<file path="src/rtl/hee_pkg.sv">
// Shared constants, types and operation codes of the histogram equalization engine.
package hee_pkg;

   localparam int BIN_COUNT  = 256;
   localparam int COUNT_BITS = 20;
   localparam int ADDR_BITS  = $clog2(BIN_COUNT);
   localparam int GRAY_BITS  = 8;
   localparam int CDF_BITS   = COUNT_BITS + ADDR_BITS;
   localparam int STEP_BITS  = $clog2(GRAY_BITS);

   localparam logic [GRAY_BITS-1:0] GRAY_MAX = {GRAY_BITS{1'b1}};

   typedef logic [COUNT_BITS-1:0] count_type;
   typedef logic [ADDR_BITS-1:0]  addr_type;
   typedef logic [GRAY_BITS-1:0]  gray_type;
   typedef logic [CDF_BITS-1:0]   cdf_type;
   typedef logic [STEP_BITS-1:0]  step_type;

   typedef enum logic [1:0] {
      FUNC_CLEAR = 2'd0,
      FUNC_COUNT = 2'd1,
      FUNC_BUILD = 2'd2,
      FUNC_MAP   = 2'd3
   } func_type;

   // One write into the bin memory
   typedef struct packed {
      logic      en;
      addr_type  addr;
      count_type data;
   } ram_wr_type;

endpackage

</file>
<file path="src/rtl/hee_divider.sv">
// Restoring divider producing an 8-bit quotient, one bit per cycle.
module hee_divider (
   input  logic               clock,
   input  logic               reset,
   input  logic               start,
   input  hee_pkg::cdf_type   dividend,
   input  hee_pkg::count_type divisor,
   output logic               done,
   output hee_pkg::gray_type  quotient
);
   import hee_pkg::*;

   logic      busy_ff;
   logic      done_ff;
   step_type  step_ff;
   cdf_type   rem_ff;
   cdf_type   rem_in;
   gray_type  quo_ff;
   count_type div_ff;
   cdf_type   trial;
   logic      take;

   // Compare against the divisor aligned to the current quotient bit
   assign trial  = cdf_type'(div_ff) << step_ff;
   assign take   = (rem_ff >= trial);
   assign rem_in = take ? (rem_ff - trial) : rem_ff;

   // Sequence the steps, quotient bit 7 first
   always_ff @(posedge clock) begin
      if (reset) begin
         busy_ff <= 1'b0;
         done_ff <= 1'b0;
         step_ff <= '0;
      end else begin
         // Flag the cycle after the last quotient bit
         done_ff <= busy_ff && !start && (step_ff == '0);
         if (start) begin
            busy_ff <= 1'b1;
            step_ff <= step_type'(GRAY_BITS - 1);
         end else if (busy_ff && step_ff == '0) begin
            busy_ff <= 1'b0;
         end else if (busy_ff) begin
            step_ff <= step_ff - 1'b1;
         end
      end
   end

   // Hold remainder and quotient bits
   always_ff @(posedge clock) begin
      if (start) begin
         rem_ff <= dividend;
         div_ff <= divisor;
         quo_ff <= '0;
      end else if (busy_ff) begin
         rem_ff <= rem_in;
         quo_ff <= {quo_ff[GRAY_BITS-2:0], take};
      end
   end

   assign done     = done_ff;
   assign quotient = quo_ff;

endmodule
</file>
<file path="config.mk">
export PLATFORM = sky130hd
export DESIGN_NAME = hee_divider
export DESIGN_NICKNAME = d
export VERILOG_FILES = /design/src/rtl/hee_pkg.sv /design/src/rtl/hee_divider.sv
export SDC_FILE = /design/constraint.sdc
export NUM_CORES = 1
export LEC_CHECK = 0
export BUFFER_PORTS_ARGS = -buffer_cell sky130_fd_sc_hd__buf_2
export CORE_MARGIN = 1
export CORE_UTILIZATION = 40
export DETAILED_ROUTE_END_ITERATION = 10
export GPL_ROUTABILITY_DRIVEN = 0
export GPL_TIMING_DRIVEN = 0
export SKIP_LAST_GASP = 1
export SLEW_MARGIN = 20
export SYNTH_ARGS = -nofsm -noshare
export SYNTH_HDL_FRONTEND = slang
export SYNTH_SLANG_ARGS = --single-unit
</file>
<file path="constraint.sdc">
create_clock -name clock -period 6.55 [get_ports clock]
set_clock_uncertainty 0.1 [all_clocks]
set_input_delay 1.6375 -clock clock [delete_from_list [all_inputs] [get_ports clock]]
set_output_delay 1.6375 -clock clock [all_outputs]
set_load 0.005 [all_outputs]
</file>
# --- After elaboration in Yosys (flattened, before gate mapping) ---
# Cells that the tools add are included.
totals:
  ff_bits: 61
  input_bits: 51
  out_inout_bits: 9
classes:
  n_reduce_logical: 10
  muxes: 8
  n_lt_le_gt_ge: 1
  addsub: 2
  shifts: 1
  eq_ne: 1
ops:
  columns: ["op", "n"]
  rows:
  - ["$mux 28", 3]
  - ["$ge 28x28->1", 1]
  - ["$shl 20x3->28", 1]
  - ["$sub 28x28->28", 1]
  - ["$mux 3", 3]
  - ["$reduce_bool 2->1", 3]
  - ["$reduce_and 2->1", 2]
  - ["$logic_and 1x1->1", 3]
  - ["$logic_not 3->1", 1]
  - ["$sub 3x1->3 const B", 1]
  - ["$mux 1", 2]
  - ["$ne 2x2->1 const B", 1]
  - ["$logic_not 1->1", 1]

# --- Longest topological paths before layout ---
# Gate-level depths: netlist of the first run.
logic_depth:
  ltp_word: 5
  depth_mapped: 16
  depth_no_buf: 14

# --- Worst setup path before layout of the first run ---
# Ideal clock, no wire load.
synth_timing:
  path_type: "register to register"
  start: "register step_ff[0]"
  end: "register rem_ff[0], enable pin"
  slack_ns: 1.924
  path_buffers: 3
  path_stages_with_launch: 15
  period_less_slack_ns: 4.626
  required_time_ns: 5.925
  setup_ns: 0.525
  arrival_ns: 4.001
  cell_sequence: "dfxtp_1 -> clkbuf_1 -> buf_2 -> mux4_2 -> mux2i_1 -> ha_1 -> clkdlybuf4s15_2 -> a21oi_1 -> o21ai_0 -> a21oi_2 -> o21a_1 -> o21ai_0 -> and4_1 -> o311ai_1 -> nand3_1"
synth_between:
  elab_chain_cells: 4
synth_rtl:
  columns: ["item", "line_no", "text"]
  rows:
  - ["start, declared", "hee_divider.sv:15", "step_type step_ff;"]
  - ["start signal, assigned", "hee_divider.sv:39", "step_ff <= step_type'(GRAY_BITS - 1);"]
  - ["start signal, assigned", "hee_divider.sv:43", "step_ff <= step_ff - 1'b1;"]
  - ["$shl 20x3->28", "hee_divider.sv:24", "assign trial = cdf_type'(div_ff) << step_ff;"]
  - ["$ge 28x28->1", "hee_divider.sv:25", "assign take = (rem_ff >= trial);"]
  - ["$reduce_bool 2->1 (no source line)", null, null]
  - ["$reduce_and 2->1 (no source line)", null, null]
  - ["end signal, assigned", "hee_divider.sv:51", "rem_ff <= dividend;"]
  - ["end signal, assigned", "hee_divider.sv:55", "rem_ff <= rem_in;"]
  - ["end, declared", "hee_divider.sv:16", "cdf_type rem_ff;"]
# Every way passes these cells.
# A chain may end at the register's enable or synchronous reset.

# --- Final worst setup path of the first run ---
layout_timing:
  start: "register step_ff[1]"
  end: "register rem_ff[0], enable pin"
# Same word-level chain as after synthesis.

==> impl_results.md, run 1 <==
* Status: finished clean
* VDD IR max at ~0.00015 V
* Worst rel slew slack at between 50% and 60%
* #FFs+latches synth at 61
* ANT nets after route at 0
* Post-synth EDFFs at 48
* Core area at 10500 um^2
* CTS tree: done
* Initial antenna violation count at 0
* Unrepaired setup endpoints after global routing: no
* # Post-CTS Setup Buffers at 0
* Ant diodes at 0
* Layout area overhead at 17.0%
* Least-Margin Pin Slew at 0.667 ns
* WP data required at 6.55 ns
* CP arrival at 5.19 ns
* Util after Layout at 49.1%
* H-tree levels at 3
* Ranking of synthesized cells by area: edfxtp_1 (33%), ha_1 (8.2%), mux2i_1 (6.8%), dfxtp_1 (5.9%), mux4_2 (5.6%)
* Slowest CP cell: nand3_2
* Min cycle time layout at 5.19 ns
* Sink Count at 61
* Pin count of the biggest net entering global routing at 25
* Nets at 590
* Chip width at 107 um
* Endpoints failing hold at 0
* Critical Path Sink Type: flip-flop
* Async set or reset register ratio after synthesis at 0%
* FP Rows at 37
* Predominant post-synthesis flop cell: edfxtp_1
* Resized cells post-CTS at 0
* Cell Area, Synth at 4410 um^2
* DR WL met2 at 4760 um
* Critical path class: flip-flop to flip-flop
* Drt via density at 5.57
* Max Root-Sink Buffers at 2
* Seq/Total Area, Yosys at 38.6%
* DPL Wire Length at 8360 um
* CTS clock-pin slew for the worst setup and hold paths at 0.07 ns
* Die Footprint at 11400 um^2
* Cts bufs inserted at 9
* Worst path cell trace: buf_1 -> clkbuf_1 -> mux4_2 -> mux2i_1 -> ha_1 -> clkdlybuf4s15_2 -> a21oi_1 -> o21ai_0 -> a21oi_2 -> o21a_1 -> o21ai_0 -> and4_1 -> o311ai_1 -> nand3_2 -> buf_16
* Total Routing Usage GR at approximately a fifth
* DRC Markers at 0
* Total gr overflow at 0
* CP max FO at 16
* Routed wl met3 at 490 um
* Share of cells above drive strength 1 at 21.2%
* Ports at 60
* CTS Hold Bufs at 0
* Routed wire per std cell at around 16 um
* Worst hold path type: flip-flop to flip-flop
* Detailed-route via count at between 3k and 4k
* # setup viols final at 0
* Yosys cell types at 59
* Ys Warns at 0
* Top layer in use: met4
* Worst path max stage delay at 0.48 ns
* Fmax achieved at 193 MHz
* Total Routed Length at 10700 um
* Mean Syn Cell Area at 10.1 um^2
* Port-buffer cells at between 50 and 60
* Initial core utilization at about two fifths
* Mapped Cells at 438
* CTS root buffer: clkbuf_8
* Mapped Nets at 519
* Post-Route M1 WL at 5240 um
* Crit share post-route at between 70% and 80%
* Final TNS setup at 0 ns
* Max-Cap Viols at 0
* Iter 0 DRT Violations at 181
* Cell Pwr Density at 400 nW/um^2
* Yosys top cell by area: edfxtp_1
* Share of the synthesized area in the top cell type at about a third
* Cell mode on critical path: o21ai_0
* Global-route wire length before repair at about 17000 um
* Vias in the first global route at 3514
* Die Ht at between 100 and 150 um
* Fin. max-slew vios at 0
* Crit start category: flip-flop
* Pleak at 2.12 nW
* Clk_lat worst skew at 0.35 ns
* Drt pass-1 iters at 5
-- through the flow --
stage | hold WS, ns | setup slack [ns] | instance area [um^2] | instances | total power, mW
floorplan | 0.385 | 1.92 | 4410 | 438 | 1.41
global placement | 0.376 | 0.617 | 4870 | 633 | 1.63
detailed placement | 0.391 | 1.35 | 4900 | 634 | 1.65
CTS | 0.411 | 1.31 | 5150 | 650 | 2.06
global route | 0.434 | 0.951 | 5150 | 650 | 2.22
finish | 0.404 | 1.36 | 5150 | 650 | 2.06
-- worst max-delay path, delay by kind of cell, from the launching register on --
| family | cells | cell delay [ns] |
|---|---|---|
| compound gates | 6 | 1.28 |
| simple gates | 2 | 0.72 |
| mux | 2 | 0.64 |
| fa+ha+maj | 1 | 0.27 |
| flops | 1 | 0.39 |
| buf+inv | 4 | 1.51 |
-- where the power goes --
part	total, mW	internal, mW	switching (mW)
clock network	0.402	0.240	0.162
logic	1.08	0.456	0.626
registers	0.580	0.538	0.0423
-- Yosys cell counts (2+ instances only) --
| library cell | count |
|---|---|
| a21oi_1 | 38 |
| inv_1 | 12 |
| xor2_1 | 7 |
| o21bai_1 | 4 |
| mux2_2 | 4 |
| o21ai_0 | 37 |
| clkbuf_1 | 10 |
| nand4_1 | 7 |
| a31oi_1 | 5 |
| ha_1 | 29 |
| a21oi_2 | 2 |
| nor2_1 | 21 |
| nand2_1 | 52 |
| o21a_1 | 2 |
| xnor2_1 | 16 |
| dfxtp_1 | 13 |
| mux2i_1 | 30 |
| o31ai_1 | 2 |
| nor3_1 | 4 |
| a21o_1 | 11 |
| nor2b_1 | 5 |
| edfxtp_1 | 48 |
| nand2b_1 | 7 |
| and3_1 | 4 |
| clkbuf_8 | 2 |
| a211oi_1 | 4 |
| mux4_2 | 11 |
| o311ai_0 | 2 |
| nand3_1 | 11 |
| buf_1 | 4 |
| a21o_2 | 3 |
| a211o_1 | 2 |
| a41oi_1 | 3 |
-- cells in the final DEF (no fill, tap or decap), drive strengths merged, types with 7 or more instances in the layout --
cell and n:
xnor2 16, buf 65, mux2i 30, nor2 22, a21o 14, o21ai 38
a21oi 40, nand4 7, edfxtp 48, clkbuf 27, nand2b 7, dfxtp 13
mux4 11, xor2 7, nand2 52, nand3 11, inv 12, ha 29
-- per-layer routing --
metal / up-vias / track usage (%)
met2: 113 / 31.8
met1: 1688 / 27.2
li1: 1803 / -
met5: - / 0
met3: 17 / 2.31
met4: 0 / 8.41
-- kinds of logic (layout without fill, tap and decap cells) --
kind of cell,count (synthesis),in the layout,synth area share [%]
AOI/OAI and AO/OA,128,128,18.7
and+or+nand+nor,119,119,12.5
DFF,61,61,38.6
muxes,45,45,13.5
buffers and inverters,32,108,3.41
adders and majority gates,30,30,8.69
xor gates and xnor gates,23,23,4.57
-- state kept, by name, summed over array words and instances (netlist names) --
register and count:
step_ff 3, rem_ff 28, done 1, quotient 8
busy_ff 1, div_ff 20
-- cell type report --
| cell class | count | area (um^2) |
|---|---|---|
| inverter | 13 | 48.8 |
| clock inverter | 2 | 13.8 |
| multi-input combinational | 345 | 2560 |
| sequential | 61 | 1700 |
| clock buffer | 14 | 238 |
| fill | 979 | 5350 |
| timing repair buffer | 60 | 323 |
| buffer | 19 | 101 |
| tap | 136 | 170 |
-- worst paths after layout --
kind                                          startpoint  depth (start not counted)                       end  slack [ns]
worst max-delay path             step_ff[1]$_SDFFE_PP0P_                         15       rem_ff[0]$_DFFE_PP_        1.36
worst min-delay path            quotient[7]$_SDFFE_PP0P_                          2  quotient[7]$_SDFFE_PP0P_        0.40
worst max register to register   step_ff[1]$_SDFFE_PP0P_                         15       rem_ff[0]$_DFFE_PP_        1.36
worst min register to register  quotient[7]$_SDFFE_PP0P_                          2  quotient[7]$_SDFFE_PP0P_        0.40
Power figures use the tool's default switching activity.
==> inputs of run 2 (changes only) <==
clock period = 4.6 ns   (was 6.55 ns; I/O delays follow)
==> run 2 against run 1 <==
  * Die area stayed put
  * Total power is 42% higher
  * Flip-flop and latch count unchanged
  * Wire length increased by 3.0%
  * Register-to-register slack got worse by 1.2 ns
  * Sequential power up 44%
  * Clock power rose by 37%
  * Non-clock buffer count is 3 lower
  * Utilization fell by 0.11 points
  * Cell count decreased by 0.31%
  * Largest cell class unchanged
  * Highest routed layer unchanged
==> impl_results.md, run 2 (synthesized netlist as in run 1, its figures left out) <==
* Port-buffer cells at 59 (unchanged)
* Initial antenna violation count at 0 (unchanged)
* Worst Path Buf+Inv at 2 (-2)
* FP Rows at 37 (unchanged)
* Cts bufs inserted at 9 (unchanged)
* Sink Count at 61 (unchanged)
* Core area at 10500 um^2 (unchanged)
* Cells on worst reg2reg path at 13 (-2)
* CTS Hold Bufs at 0 (unchanged)
* Pleak at 2.09 nW (-1.6%)
* Max Root-Sink Buffers at 2 (unchanged)
* Total Routed Length at 11000 um (+3.0%)
* CP arrival at 4.33 ns (-0.86 ns)
* Chip width at 107 um (unchanged)
* Status: finished clean
* Total gr overflow at 0 (unchanged)
* Worst Setup Slack, final at 0.167 ns (-1.19 ns)
* Ports at 60 (unchanged)
* CP max FO at 14 (-2)
* Pin count of the biggest net entering global routing at 25 (unchanged)
* Pre-CTS WS at -0.849 ns (-2.20 ns)
* Die Footprint at 11400 um^2 (unchanged)
* Commonest non-fill, non-tap cell in the layout: buf_2
* Placed cell area at 4880 um^2 (-0.56%)
* Routed wire per std cell at 17.0 um (+3.3%)
* WP data required at 4.50 ns (-2.05 ns)
* Drt via density at 5.71 (+2.5%)
* Flop2flop setup slack at 0.17 ns (-1.19 ns)
* Fill cell count at 970 (-0.92%)
* Cell mode on critical path: o21ai_0
* Total power at 2.94 mW (+42%)
* Total Routing Usage GR at 20.4% (+0.53 points)
* Initial core utilization at 41.9% (unchanged)
* Drt pass-1 iters at 5 (unchanged)
* Worst rel slew slack at 33.8% (-22 points)
* Slowest CP cell: dfxtp_1
* Fin. max-slew vios at 0 (unchanged)
* Worst R2R End: rem_ff[0]$_DFFE_PP_
* Worst hold path type: flip-flop to flip-flop
* Iter 0 DRT Violations at 226 (+25%)
* Critical path class: flip-flop to flip-flop
* ANT nets after route at 0 (unchanged)
* VDD IR max at 0.000233 V (+59%)
* Ant diodes at 0 (unchanged)
* Multi-input logic area at 2600 um^2 (+1.7%)
* Least-Margin Pin Slew at 0.984 ns (+0.317 ns)
* FF-to-FF Start: step_ff[1]$_SDFFE_PP0P_
* Endpoint, Worst Hold: quotient[7]$_SDFFE_PP0P_
* # setup viols final at 0 (unchanged)
* WHS Path Cells at 2 (unchanged)
* Max reg flops at 28 (unchanged)
* Biggest register: rem_ff
* Critical Path Sink Type: flip-flop
* DRC Markers at 0 (unchanged)
* Cell Pwr Density at 571 nW/um^2 (+43%)
* Cell family with most CP delay: compound AO/OA/AOI/OAI gates
* Util after Layout at 48.9% (-0.11 points)
* H-tree levels at 3 (unchanged)
* Share of cells above drive strength 1 at 22.3% (+1.1 points)
* Fmax achieved at 226 MHz (+17%)
* FF+latch area at 1700 um^2 (about the same)
* Post-route cell area at 5140 um^2 (-0.22%)
* Global-route wire length before repair at 17800 um (+2.6%)
* Nets at 588 (-0.34%)
* CTS tree: done
* Unrepaired setup endpoints after global routing: no
* Crit share post-route at 96.4% (+17 points)
* Hold_sp: quotient[7]$_SDFFE_PP0P_
* Max-Cap Viols at 0 (unchanged)
* CTS root buffer: clkbuf_8
* Worst path cell trace: clkbuf_2 -> mux4_2 -> mux2i_1 -> ha_1 -> clkdlybuf4s15_2 -> a21oi_1 -> o21ai_0 -> a21oi_2 -> o21a_1 -> o21ai_0 -> and4_1 -> o311ai_4 -> nand3_4
* Detailed-route via count at 3699 (+2.2%)
* Layout area overhead at 16.8%
* Min cycle time layout at 4.43 ns (-0.756 ns)
* DPL Wire Length at 8230 um (-1.5%)
* Crit start category: flip-flop
* Vias in the first global route at 3567 (+1.5%)
* Commonest non-fill, non-tap cells in the layout: buf_2 (59), nand2_1 (52), edfxtp_1 (48)
* CTS clock-pin slew for the worst setup and hold paths at 0.07 ns (about the same)
* Worst path max stage delay at 0.64 ns (+0.16 ns)
* Clk_lat worst skew at 0.35 ns (about the same)
* Hold WS at 0.422 ns (+0.0183 ns)
* Die Ht at 107 um (unchanged)
* Endpoints failing hold at 0 (unchanged)
run 2: how the worst max path moves through the flow:
stage,start,to,slack [ns],cells past startpoint
after floorplan,step_ff[0]$_SDFFE_PP0P_,rem_ff[0]$_DFFE_PP_,0.27,14
after CTS,step_ff[0]$_SDFFE_PP0P_,rem_ff[0]$_DFFE_PP_,0.10,14
after detailed placement,step_ff[0]$_SDFFE_PP0P_,rem_ff[1]$_DFFE_PP_,-0.85,15
after global placement,step_ff[0]$_SDFFE_PP0P_,rem_ff[1]$_DFFE_PP_,-0.77,15
after global routing,step_ff[0]$_SDFFE_PP0P_,rem_ff[0]$_DFFE_PP_,0.006,13
final,step_ff[1]$_SDFFE_PP0P_,rem_ff[0]$_DFFE_PP_,0.17,13
run 2: what timing repair did:
action	4_1_cts	5_1_grt
resized for setup	6	3
setup buffers	0	0
pin swaps	1	1
cloned	1	0
endpoints found under the setup margin	28	28
hold endpoints to repair	0	0
run 2: area by class of cell:
type                    count  area share, %
flip-flops and latches     61           33.1
repair buffers             59           5.74
multi-input cells         346           50.6
clock inverters             7           1.92
plain buffers              17           1.92
well taps                 136           3.31
inverters                  13           1.02
clock buffers               9           2.41
run 2: where the power goes:
part           switching, mW  internal (mW)
sequential            0.0676          0.766
clock                  0.243          0.307
combinational          0.908          0.646
total                   1.22           1.72
run 2: worst reg2reg max path, delay by kind of cell (launching register included):
kind | cells | cell delay, ns
buf+inv | 2 | 0.60
simple gates | 2 | 0.58
compound gates | 6 | 1.27
flops | 1 | 0.64
mux | 2 | 0.62
fa+ha+maj | 1 | 0.28
run 2: routing by layer:
metal / GRT usage (%) / share of wire (%) / wire [um]
met5: 0 / 0 / 0
met4: 9.78 / 2.5 / 273
met3: 2.67 / 4.7 / 516
met2: 30.8 / 45 / 4990
met1: 28.7 / 48 / 5260
run 2: per-stage QoR:
stage / TNS (ns) / instances
3_3_place_gp: -21.50 / 633
5_1_grt: 0 / 648
2_1_floorplan: 0 / 438
4_1_cts: 0 / 648
3_5_place_dp: -23.71 / 633
6_report: 0 / 648
